===== config.mk =====
export PLATFORM = sky130hd
export DESIGN_NAME = sith_mod
export DESIGN_NICKNAME = d
export VERILOG_FILES = /design/src/hdl/sith_mod.sv
export SDC_FILE = /design/constraint.sdc
export NUM_CORES = 1
export LEC_CHECK = 0
export BUFFER_PORTS_ARGS = -buffer_cell sky130_fd_sc_hd__buf_2
export CAP_MARGIN = 10
export CORE_AREA = 2 2 39 41
export CTS_CLUSTER_DIAMETER = 60
export DETAILED_ROUTE_END_ITERATION = 12
export DIE_AREA = 0 0 41 43
export GPL_TIMING_DRIVEN = 0
export PLACE_DENSITY_LB_ADDON = 0.05
export REMOVE_ABC_BUFFERS = 1
export SLEW_MARGIN = 0
export SYNTH_ARGS = -nofsm -noshare
export SYNTH_HDL_FRONTEND = slang
export SYNTH_SLANG_ARGS = --single-unit

===== constraint.sdc =====
create_clock -name i_clk -period 0.8 [get_ports i_clk]
set_input_delay 0.08 -clock i_clk [delete_from_list [all_inputs] [get_ports i_clk]]
set_output_delay 0.08 -clock i_clk [all_outputs]
set_load 0.005 [all_outputs]

===== src/hdl/sith_mod.sv =====
// Slot index unit: hash reduced to a slot number by masking and registered.
// The user keeps SLOT_COUNT a power of two (unchecked); depends only on its parameter.
module sith_mod #(
    parameter int SLOT_COUNT = 2048
) (
    input  logic                          i_clk,
    input  logic                          i_rst_n,
    input  logic                          i_start,
    input  logic [31:0]                   i_hash,
    output logic                          o_done,
    output logic [$clog2(SLOT_COUNT)-1:0] o_rem
);
    localparam int SW = $clog2(SLOT_COUNT);

    logic          r_done;
    logic [SW-1:0] r_rem;

    always_ff @(posedge i_clk) begin
        if (!i_rst_n) begin
            r_done <= 1'b0;
        end else begin
            r_done <= i_start;
        end
        if (i_start) begin
            r_rem <= i_hash[SW-1:0];
        end
    end

    assign o_done = r_done;
    assign o_rem  = r_rem;
endmodule


Word level (Yosys, flattened, before mapping)
Cells that the tools add are included.
{ "word_totals": {"ff_bits": 12, "in_bits": 35, "output_inout_bits": 12, "wordCells": 2} }

Longest topological paths before layout
Gate-level depths: netlist of run 1.
{ "depth": {"depth_word": 0, "depth_mapped": 1, "ltp_nobuf": 1} }

Worst setup path before layout of run 1
No wires, ideal clock.
{ "synth_timing": {"kind": "reg-to-output", "startpoint": "register r_rem[0], in the netlist o_rem[0]", "endpoint": "output port o_rem[0]", "t_arrival_ps": 355, "t_required_ps": 720, "setup_slack_ps": 365, "stages_incl_launch_ff": 1, "path_buffers": 0, "cell_sequence": "edfxtp_1"} }
{ "synth_rtl": {"columns": ["element", "line_no", "text"], "rows": [
  ["from (decl)", "16", "logic [SW-1:0] r_rem;"],
  ["from (signal assigned)", "25", "r_rem <= i_hash[SW-1:0];"],
  ["to (decl)", "11", "output logic [$clog2(SLOT_COUNT)-1:0] o_rem"]
]} }
No word-level cell between the ends.

Final worst setup path of run 1
{ "layout_timing": {"startpoint": "register r_rem[9], in the netlist o_rem[9]", "endpoint": "output port o_rem[9]"} }
No word-level cell between the ends.

==> run_results.csv, run 1 <==
group,metric,value,unit
global_route,antenna_found_initial,0,
drt,wl,648,um
worst_setup_path,worst_ep_arrival_time,0.76,ns
logic_synthesis,synthXorXnorAreaFrac,0,
worst_setup_path,cp.required,0.72,ns
cts,ctsResizeCount,0,
logic_synthesis,synth.area.mux_share,0,
layout,fill_cells,122,
logic_synthesis,synth_compound_area_frac,0,
cts,ctsLongestPathBuffers,2,
sta,max_freq,1180,MHz
logic_synthesis,synth-seq-cells,12,
layout,area_growth,81.8,%
cts,cts_root_buf,"clkbuf_4",
logic_synthesis,synth_cells,13,
layout,seqCellArea,350,um2
worst_setup_path,path_buf_inv,1,
power,pwr-share-comb,0.099,
layout,num_antenna_cells,0,
sta,max_slew.worst_pin.slew,0.251,ns
die,core,1380,um2
cts,cts_sinks,12,
sta,fin_hold_ws,0.0174,ns
die,die-area,1760,um2
global_route,overflow,0,
layout,finalNonFillerCells,69,
logic_synthesis,avgSynthCellArea,27.4,um2
worst_setup_path,crit_slowest_cell,"edfxtp_1",
sta,rsz0062_at_grt,"yes",
worst_setup_path,crit_family,"flip-flops",
status,violations,"setup timing",
layout,layout_common_cells,"buf_2, dlygate4sd3_1, edfxtp_1, clkbuf_4",
drt,drt_iter0_drc,0,
logic_synthesis,yosysWarnings,0,
sta,finalMaxSlewViolations,0,
sta,min_period,0.845,ns
global_route,grt_max_degree,13,
sta,setup_viol,11,
logic_synthesis,synth_top_cell_area_share,0.926,
power,p_leak,0.000285,uW
worst_setup_path,path_cells,"buf_2",
sta,slew_headroom,0.832,
layout,nNetsFinal,89,
cts,post_cts_buffers,0,
global_route,grt_pass1_wl,979,um
drt,first_pass_iters,1,
cts,clk_pin_slew,0.07,ns
layout,multiInputGateArea,6.26,um2
power,fin_total_pwr,1340,uW
drt,postRouteAntennaNets,0,
power,pwr-share-clk,0.347,
logic_synthesis,synth.area.top_cells,"edfxtp_1, dfxtp_1, and2_1",
logic_synthesis,synth_top_family_by_area,"simple AND/OR/NAND/NOR gates",
die,io_pins,47,
die,die_y,43,um
layout,final_cell_area,648,um2
power,power_frac_seq,0.555,
worst_setup_path,crit_path_end_kind,"output port",
worst_setup_path,start_kind,"register",
sta,fin_ws,-0.0449,ns
layout,final_common_cell,"buf_2",
power,p_int,1100,uW
global_route,grt_pass1_vias,274,
drt,drc_errors,0,
job,maxCapViolations,0,
worst_setup_path,crit_path_max_fanout,1,
sta,finalCritPeriodShare,1.06,
cts,cts_buffers,3,
power,vdd_drop_max,896,uV
die,fp.dieW,41,um
place,place_inst,54,
drt,post_drt_wl_per_cell,9.39,um
logic_synthesis,synthSimpleGateAreaFrac,0.0175,
layout,drive_gt1_frac,0.547,
cts,cts_max_level,1,
logic_synthesis,syn_area,357,um2
min_path,hp-class,"input port to register",
worst_setup_path,critPathMaxStageDelay,0.37,ns
logic_synthesis,synthAdderAreaFrac,0,
sta,hold_violations,0,
place,port_buffers,25,
layout,fin_util,0.468,
status,status,"complete, but fails checks",
die,rows,14,
power,p_switching,243,uW
worst_setup_path,crit_type,"register to output port",
place,gp_congestion,0.540,
logic_synthesis,ys_seq_area_frac,0.982,
power,p_per_area,2070,nW/um2
cts,cts_tree,"yes",
logic_synthesis,yosysTopAreaCell,"edfxtp_1",
place,placed_area,502,um2
logic_synthesis,ys_types,3,
global_route,track_usage,0.0890,
die,start_util,0.258,
drt,viasPerCell,3.81,
power,swShare,0.181,
drt,vias,263,
[layer usage]
| metal | wire length [um] | GRT usage | part of all wire | up-vias |
|---|---|---|---|---|
| li1 | - | - | - | 130 |
| met1 | 220 | 0.0788 | 0.34 | 117 |
| met2 | 347 | 0.138 | 0.54 | 14 |
| met3 | 71 | 0.0419 | 0.11 | 2 |
| met4 | 9 | 0.0800 | 0.014 | 0 |
| met5 | 0 | 0 | 0 | - |
[cells in the mapped netlist (all sizes together)]
cell type and count:
dfxtp 1, edfxtp 11, and2 1
[metrics by stage]
step | setup slack [ns] | setup TNS (ns)
finish | -0.0449 | -0.309
global placement | 0.153 | 0
floorplan | 0.365 | 0
CTS | -0.0641 | -0.471
detailed placement | 0.135 | 0
global route | -0.0838 | -0.818
[path summary, 6_finish.rpt]
check / startpoint / endpoint / cells after the start
min: i_rst_n / o_done / 2
max: o_rem[9] / o_rem[9] / 1
[sequential cells by signal, summed over array words and instances (netlist names)]
name,count
o_done,1
o_rem,11
[area by class of cell]
cell class / count / area share
Sequential cell: 12 / 0.541
Multi-Input combinational cell: 1 / 0.00965
Tap cell: 16 / 0.0309
Clock buffer: 4 / 0.0560
Timing Repair Buffer: 36 / 0.363
[kinds of logic (layout without fill, tap and decap cells)]
| group | Yosys count | in the layout |
|---|---|---|
| and+or+nand+nor | 1 | 1 |
| DFF | 12 | 12 |
| buffers and inverters | 0 | 40 |
[power groups by stage]
stage          Combinational (uW)  Clock (uW)  Sequential, uW
2_1_floorplan                1.60           0             770
3_3_place_gp                 91.9           0             759
3_5_place_dp                 93.9           0             760
4_1_cts                       135         485             746
5_1_grt                       147         514             750
6_report                      132         465             745
[timing repair]
item / in CTS / in global routing
hold buffers: 11 / 0
setup endpoints to repair: 11 / 11
endpoints found under the hold margin: 11 / 0
(Power assumes the default switching activity.)
==> run 2, diff against run 1 <==
--- a/config.mk
+++ b/config.mk
@@ -7,10 +7,12 @@
 export LEC_CHECK = 0
 export BUFFER_PORTS_ARGS = -buffer_cell sky130_fd_sc_hd__buf_2
 export CAP_MARGIN = 10
-export CORE_AREA = 2 2 39 41
+export CELL_PAD_IN_SITES_DETAIL_PLACEMENT = 0
+export CELL_PAD_IN_SITES_GLOBAL_PLACEMENT = 1
+export CORE_MARGIN = 1.5
+export CORE_UTILIZATION = 20
 export CTS_CLUSTER_DIAMETER = 60
 export DETAILED_ROUTE_END_ITERATION = 12
-export DIE_AREA = 0 0 41 43
 export GPL_TIMING_DRIVEN = 0
 export PLACE_DENSITY_LB_ADDON = 0.05
 export REMOVE_ABC_BUFFERS = 1
@@ -18,3 +20,4 @@
 export SYNTH_ARGS = -nofsm -noshare
 export SYNTH_HDL_FRONTEND = slang
 export SYNTH_SLANG_ARGS = --single-unit
+export TNS_END_PERCENT = 5
==> run 2 against run 1 <==
The flow still finishes with violations (setup timing). Non-clock buffer count is the same. Sequential power about the same. Maximum frequency decreased by 0.40%. Critical path depth unchanged. Final area is 0.19% higher. Utilization fell by 8.8 points. Global-route usage fell by 0.65 points. Sequential cell count unchanged. Clock power shrank 19%. Worst setup slack lost 0.0034 ns. Critical endpoint is now o_rem[5]. Highest routed layer is now met3.
==> run_results.csv, run 2 (same netlist as run 1, synthesis figures left out) <==
group,metric,value,unit
status,status,"complete, but fails checks",
status,violations,"setup timing",
die,fp.dieW,45.2,um
worst_setup_path,crit_slowest_cell,"edfxtp_1",
min_path,hp-start,"i_rst_n",
die,start_util,0.209,
die,io_pins,47,
global_route,antenna_found_initial,0,
worst_setup_path,crit_family,"flip-flops",
drt,post_drt_wl_per_cell,8.37,um
layout,num_antenna_cells,0,
drt,first_pass_iters,1,
sta,hold_violations,0,
worst_setup_path,crit_path_max_fanout,1,
cts,cts_buffers,3,
global_route,grt_pass1_vias,277,
sta,max_freq,1180,MHz
layout,layout_common_cells,"buf_2, dlygate4sd3_1, edfxtp_1, clkbuf_4",
power,vdd_drop_max,919,uV
cts,post_cts_buffers,0,
worst_setup_path,critPathMaxStageDelay,0.37,ns
worst_setup_path,cp.required,0.72,ns
worst_setup_path,start_kind,"register",
sta,max_slew.worst_pin.slew,0.251,ns
layout,final_common_cell,"buf_2",
die,die-area,2050,um2
die,rows,15,
layout,fill_cells,162,
cts,ctsLongestPathBuffers,2,
place,pre_cts_slack,0.140,ns
drt,postRouteAntennaNets,0,
cts,clk_pin_slew,0.07,ns
sta,fin_ws,-0.0483,ns
die,die_y,45.2,um
worst_setup_path,crit_path_end_kind,"output port",
layout,fin_util,0.380,
drt,drt_iter0_drc,0,
worst_setup_path,path_buf_inv,1,
place,port_buffers,25,
cts,cts_sinks,12,
layout,largest_register_ffs,11,
place,gp_congestion,0.584,
cts,cts_tree,"yes",
layout,nNetsFinal,89,
drt,viasPerCell,3.38,
cts,ctsResizeCount,0,
sta,slew_headroom,0.833,
power,p_leak,0.000279,uW
global_route,grt_max_degree,13,
die,core,1710,um2
sta,setup_viol,11,
sta,rsz0062_at_grt,"yes",
min_path,hp-class,"input port to register",
cts,cts_root_buf,"clkbuf_4",
job,maxCapViolations,0,
min_path,min_delay_path_depth,2,
power,p_per_area,1930,nW/um2
drt,drc_errors,0,
sta,setup-tns-final,-0.284,ns
drt,wl,653,um
worst_setup_path,crit_type,"register to output port",
layout,drive_gt1_frac,0.528,
worst_setup_path,worst_ep_arrival_time,0.77,ns
layout,area_growth,82.1,%
worst_setup_path,path_cells,"buf_2",
sta,finalMaxSlewViolations,0,
global_route,overflow,0,
sta,finalCritPeriodShare,1.06,
drt,vias,264,
global_route,grt_pass1_wl,1.04,mm
cts,cts_max_level,1,
sta,min_period,0.848,ns
global_route,track_usage,0.0825,
min_path,min_to,"o_done",
[run 2: cell counts in the layout (fill, tap and decap cells not counted)]
No cell type changed its count.
[run 2: layout make-up]
| cell class | count | area, um2 | share of cell area |
|---|---|---|---|
| clock buffer | 4 | 26.3 | 0.0405 |
| multi-input combinational | 1 | 6.26 | 0.00963 |
| sequential | 12 | 350 | 0.539 |
| tap | 25 | 31.3 | 0.0482 |
| timing repair buffer | 36 | 235 | 0.362 |
[run 2: power by group]
part           internal [uW]  switching (uW)
clock                    193             184
sequential               736            8.13
combinational           86.9            45.2
[run 2: worst max path at each step]
| stage | from | to | slack (ns) | cells after the start |
|---|---|---|---|---|
| finish | o_rem[5] | o_rem[5] | -0.05 | 1 |
| global placement | i_start | o_rem[4] | 0.15 | 1 |
| CTS | o_rem[5] | o_rem[5] | -0.08 | 1 |
| detailed placement | i_start | o_rem[4] | 0.14 | 1 |
| floorplan | o_rem[0] | o_rem[0] | 0.36 | 0 |
| global route | o_rem[5] | o_rem[5] | -0.12 | 1 |
[run 2: per-stage QoR]
stage	area [um2]	hold WS, ns	cells	total power (uW)
3_5_place_dp	513	0.259	63	854
2_1_floorplan	357	0.179	13	772
6_report	649	0.0276	78	1250
4_1_cts	649	0.0163	78	1290
3_3_place_gp	513	0.256	63	851
5_1_grt	649	0.0221	78	1350
[run 2: timing repair]
action,in CTS,in global routing
endpoints found under the setup margin,11,11
hold buffers,11,0
cloned,0,0
hold endpoints to repair,11,0
pin swaps,0,0
[run 2: per-layer routing]
layer	up-vias	routed length, um	global-route usage
li1	130	-	-
met4	0	0	0.0706
met1	119	242	0.0608
met2	15	356	0.140
met3	0	53	0.0560
met5	-	0	0
==> run 3, diff against run 2 <==
--- a/config.mk
+++ b/config.mk
@@ -10,7 +10,8 @@
 export CELL_PAD_IN_SITES_DETAIL_PLACEMENT = 0
 export CELL_PAD_IN_SITES_GLOBAL_PLACEMENT = 1
 export CORE_MARGIN = 1.5
-export CORE_UTILIZATION = 20
+export CORE_UTILIZATION = 23
+export CTS_BUF_LIST = sky130_fd_sc_hd__clkbuf_2
 export CTS_CLUSTER_DIAMETER = 60
 export DETAILED_ROUTE_END_ITERATION = 12
 export GPL_TIMING_DRIVEN = 0
==> constraint.sdc (replaced) <==
create_clock -name i_clk -period 1.1 [get_ports i_clk]
set_input_delay 0.11 -clock i_clk [delete_from_list [all_inputs] [get_ports i_clk]]
set_output_delay 0.11 -clock i_clk [all_outputs]
set_load 0.005 [all_outputs]
==> run 3 against run 2 <==
The run now ends clean. Highest routed layer unchanged. Count of clock-buffer cells in the layout did not move. Non-clock buffer count fell by 5. Sequential share of layout area rose by 6.3 points. Sequential power fell by 27%.
==> run_results.csv, run 3 (same netlist as run 1, synthesis figures left out) <==
group,metric,value,unit
status,status,"finished, final reports clean",
min_path,hp-start,"i_hash[2]",
global_route,grt_max_degree,13,
drt,post_drt_wl_per_cell,9.89,um
worst_setup_path,crit_path_max_fanout,1,
power,p_int,683,uW
drt,first_pass_iters,3,
cts,cts_sinks,12,
drt,drc_errors,0,
place,gp_congestion,0.593,
power,p_switching,167,uW
power,vdd_drop_max,559,uV
drt,wl,633,um
drt,postRouteAntennaNets,0,
layout,largest_register_ffs,11,
power,p_leak,0.000260,uW
power,swShare,0.196,
power,pwr-share-clk,0.265,
die,fp.dieW,42.4,um
job,maxCapViolations,0,
worst_setup_path,path_buf_inv,1,
power,pwr-share-comb,0.097,
worst_setup_path,worst_ep_arrival_time,0.77,ns
layout,final_cell_area,582,um2
cts,cts_tree,"yes",
die,die-area,1800,um2
worst_setup_path,critPathMaxStageDelay,0.38,ns
min_path,min_to,"o_rem[2]",
sta,min_period,0.877,ns
layout,layout_common_cells,"buf_2, edfxtp_1, dlygate4sd3_1, clkbuf_2",
drt,drt_iter0_drc,6,
min_path,hp-class,"input port to register",
global_route,antenna_found_initial,0,
sta,finalMaxSlewViolations,0,
sta,max_slew.worst_pin.slew,0.247,ns
die,start_util,0.242,
cts,ctsLongestPathBuffers,2,
layout,num_antenna_cells,0,
worst_setup_path,cp.required,0.99,ns
worst_setup_path,crit_path_end_kind,"output port",
worst_setup_path,crit_type,"register to output port",
sta,fin_ws,0.223,ns
min_path,min_delay_path_depth,1,
power,power_frac_seq,0.638,
sta,hold_violations,0,
global_route,grt_pass1_wl,1.00,mm
worst_setup_path,crit_slowest_cell,"edfxtp_1",
power,fin_total_pwr,850,uW
layout,fill_cells,153,
global_route,grt_pass1_vias,259,
sta,slew_headroom,0.835,
cts,cts_root_buf,"clkbuf_2",
place,port_buffers,25,
cts,clk_pin_slew,0.11,ns
die,io_pins,47,
cts,cts_max_level,1,
place,pre_cts_slack,0.419,ns
worst_setup_path,crit_cells,1,
global_route,track_usage,0.0825,
drt,viasPerCell,3.97,
place,placed_area,502,um2
layout,nNetsFinal,84,
layout,final_common_cell,"buf_2",
sta,setup-tns-final,0,ns
worst_setup_path,start_kind,"register",
cts,cts_buffers,3,
sta,max_freq,1140,MHz
layout,area_growth,63.2,%
worst_setup_path,path_cells,"buf_2",
layout,drive_gt1_frac,0.604,
worst_setup_path,crit_family,"flip-flops",
global_route,overflow,0,
die,rows,14,
sta,finalCritPeriodShare,0.797,
power,p_per_area,1460,nW/um2
die,core,1470,um2
sta,setup_viol,0,
sta,rsz0062_at_grt,"no",
drt,vias,254,
die,die_y,42.4,um
[run 3: cell count changes in the layout (fill, tap and decap cells not counted)]
cell,change
dlygate4sd3_1,-5
clkbuf_2,+4
clkbuf_4,-3
clkbuf_1,-1
[run 3: worst max path at each step]
stage | from | end | slack, ns
after floorplan | o_rem[0] | o_rem[0] | 0.63
after global placement | i_start | o_rem[6] | 0.43
after detailed placement | i_start | o_rem[6] | 0.42
after CTS | o_rem[4] | o_rem[4] | 0.19
after global routing | o_rem[4] | o_rem[4] | 0.16
final | o_rem[4] | o_rem[4] | 0.22
[run 3: stage by stage]
stage                     hold WS, ns  std cells  utilization
after detailed placement        0.288         54        0.341
after global placement          0.286         54        0.341
after floorplan                 0.209         13            -
after CTS                    0.000493         62        0.382
after global routing          0.00124         64        0.395
final                          0.0354         64        0.395
[run 3: routing by layer]
layer | track usage | up-vias | share of wire
li1 | - | 119 | -
met1 | 0.0590 | 121 | 0.32
met2 | 0.148 | 14 | 0.60
met3 | 0.0431 | 0 | 0.082
met4 | 0.0750 | 0 | 0
met5 | 0 | - | 0
[run 3: power groups by stage]
stage	combinational (uW)	clock, uW	sequential (uW)
floorplan	1.17	0	560
global placement	66.2	0	552
detailed placement	68.0	0	553
CTS	79.0	247	542
global route	90.8	260	546
finish	82.9	225	542
[run 3: layout make-up]
cell class	instances	area, um2	share of cell area
Clock buffer	4	20.0	0.0344
Multi-Input combinational cell	1	6.26	0.0108
Sequential cell	12	350	0.602
Tap cell	16	20.0	0.0344
Timing Repair Buffer	31	185	0.318
[run 3: timing repair]
item	in CTS	in global routing
hold buffers	4	2
endpoints found under the hold margin	4	2
gates resized for setup	0	0
setup buffers	0	0
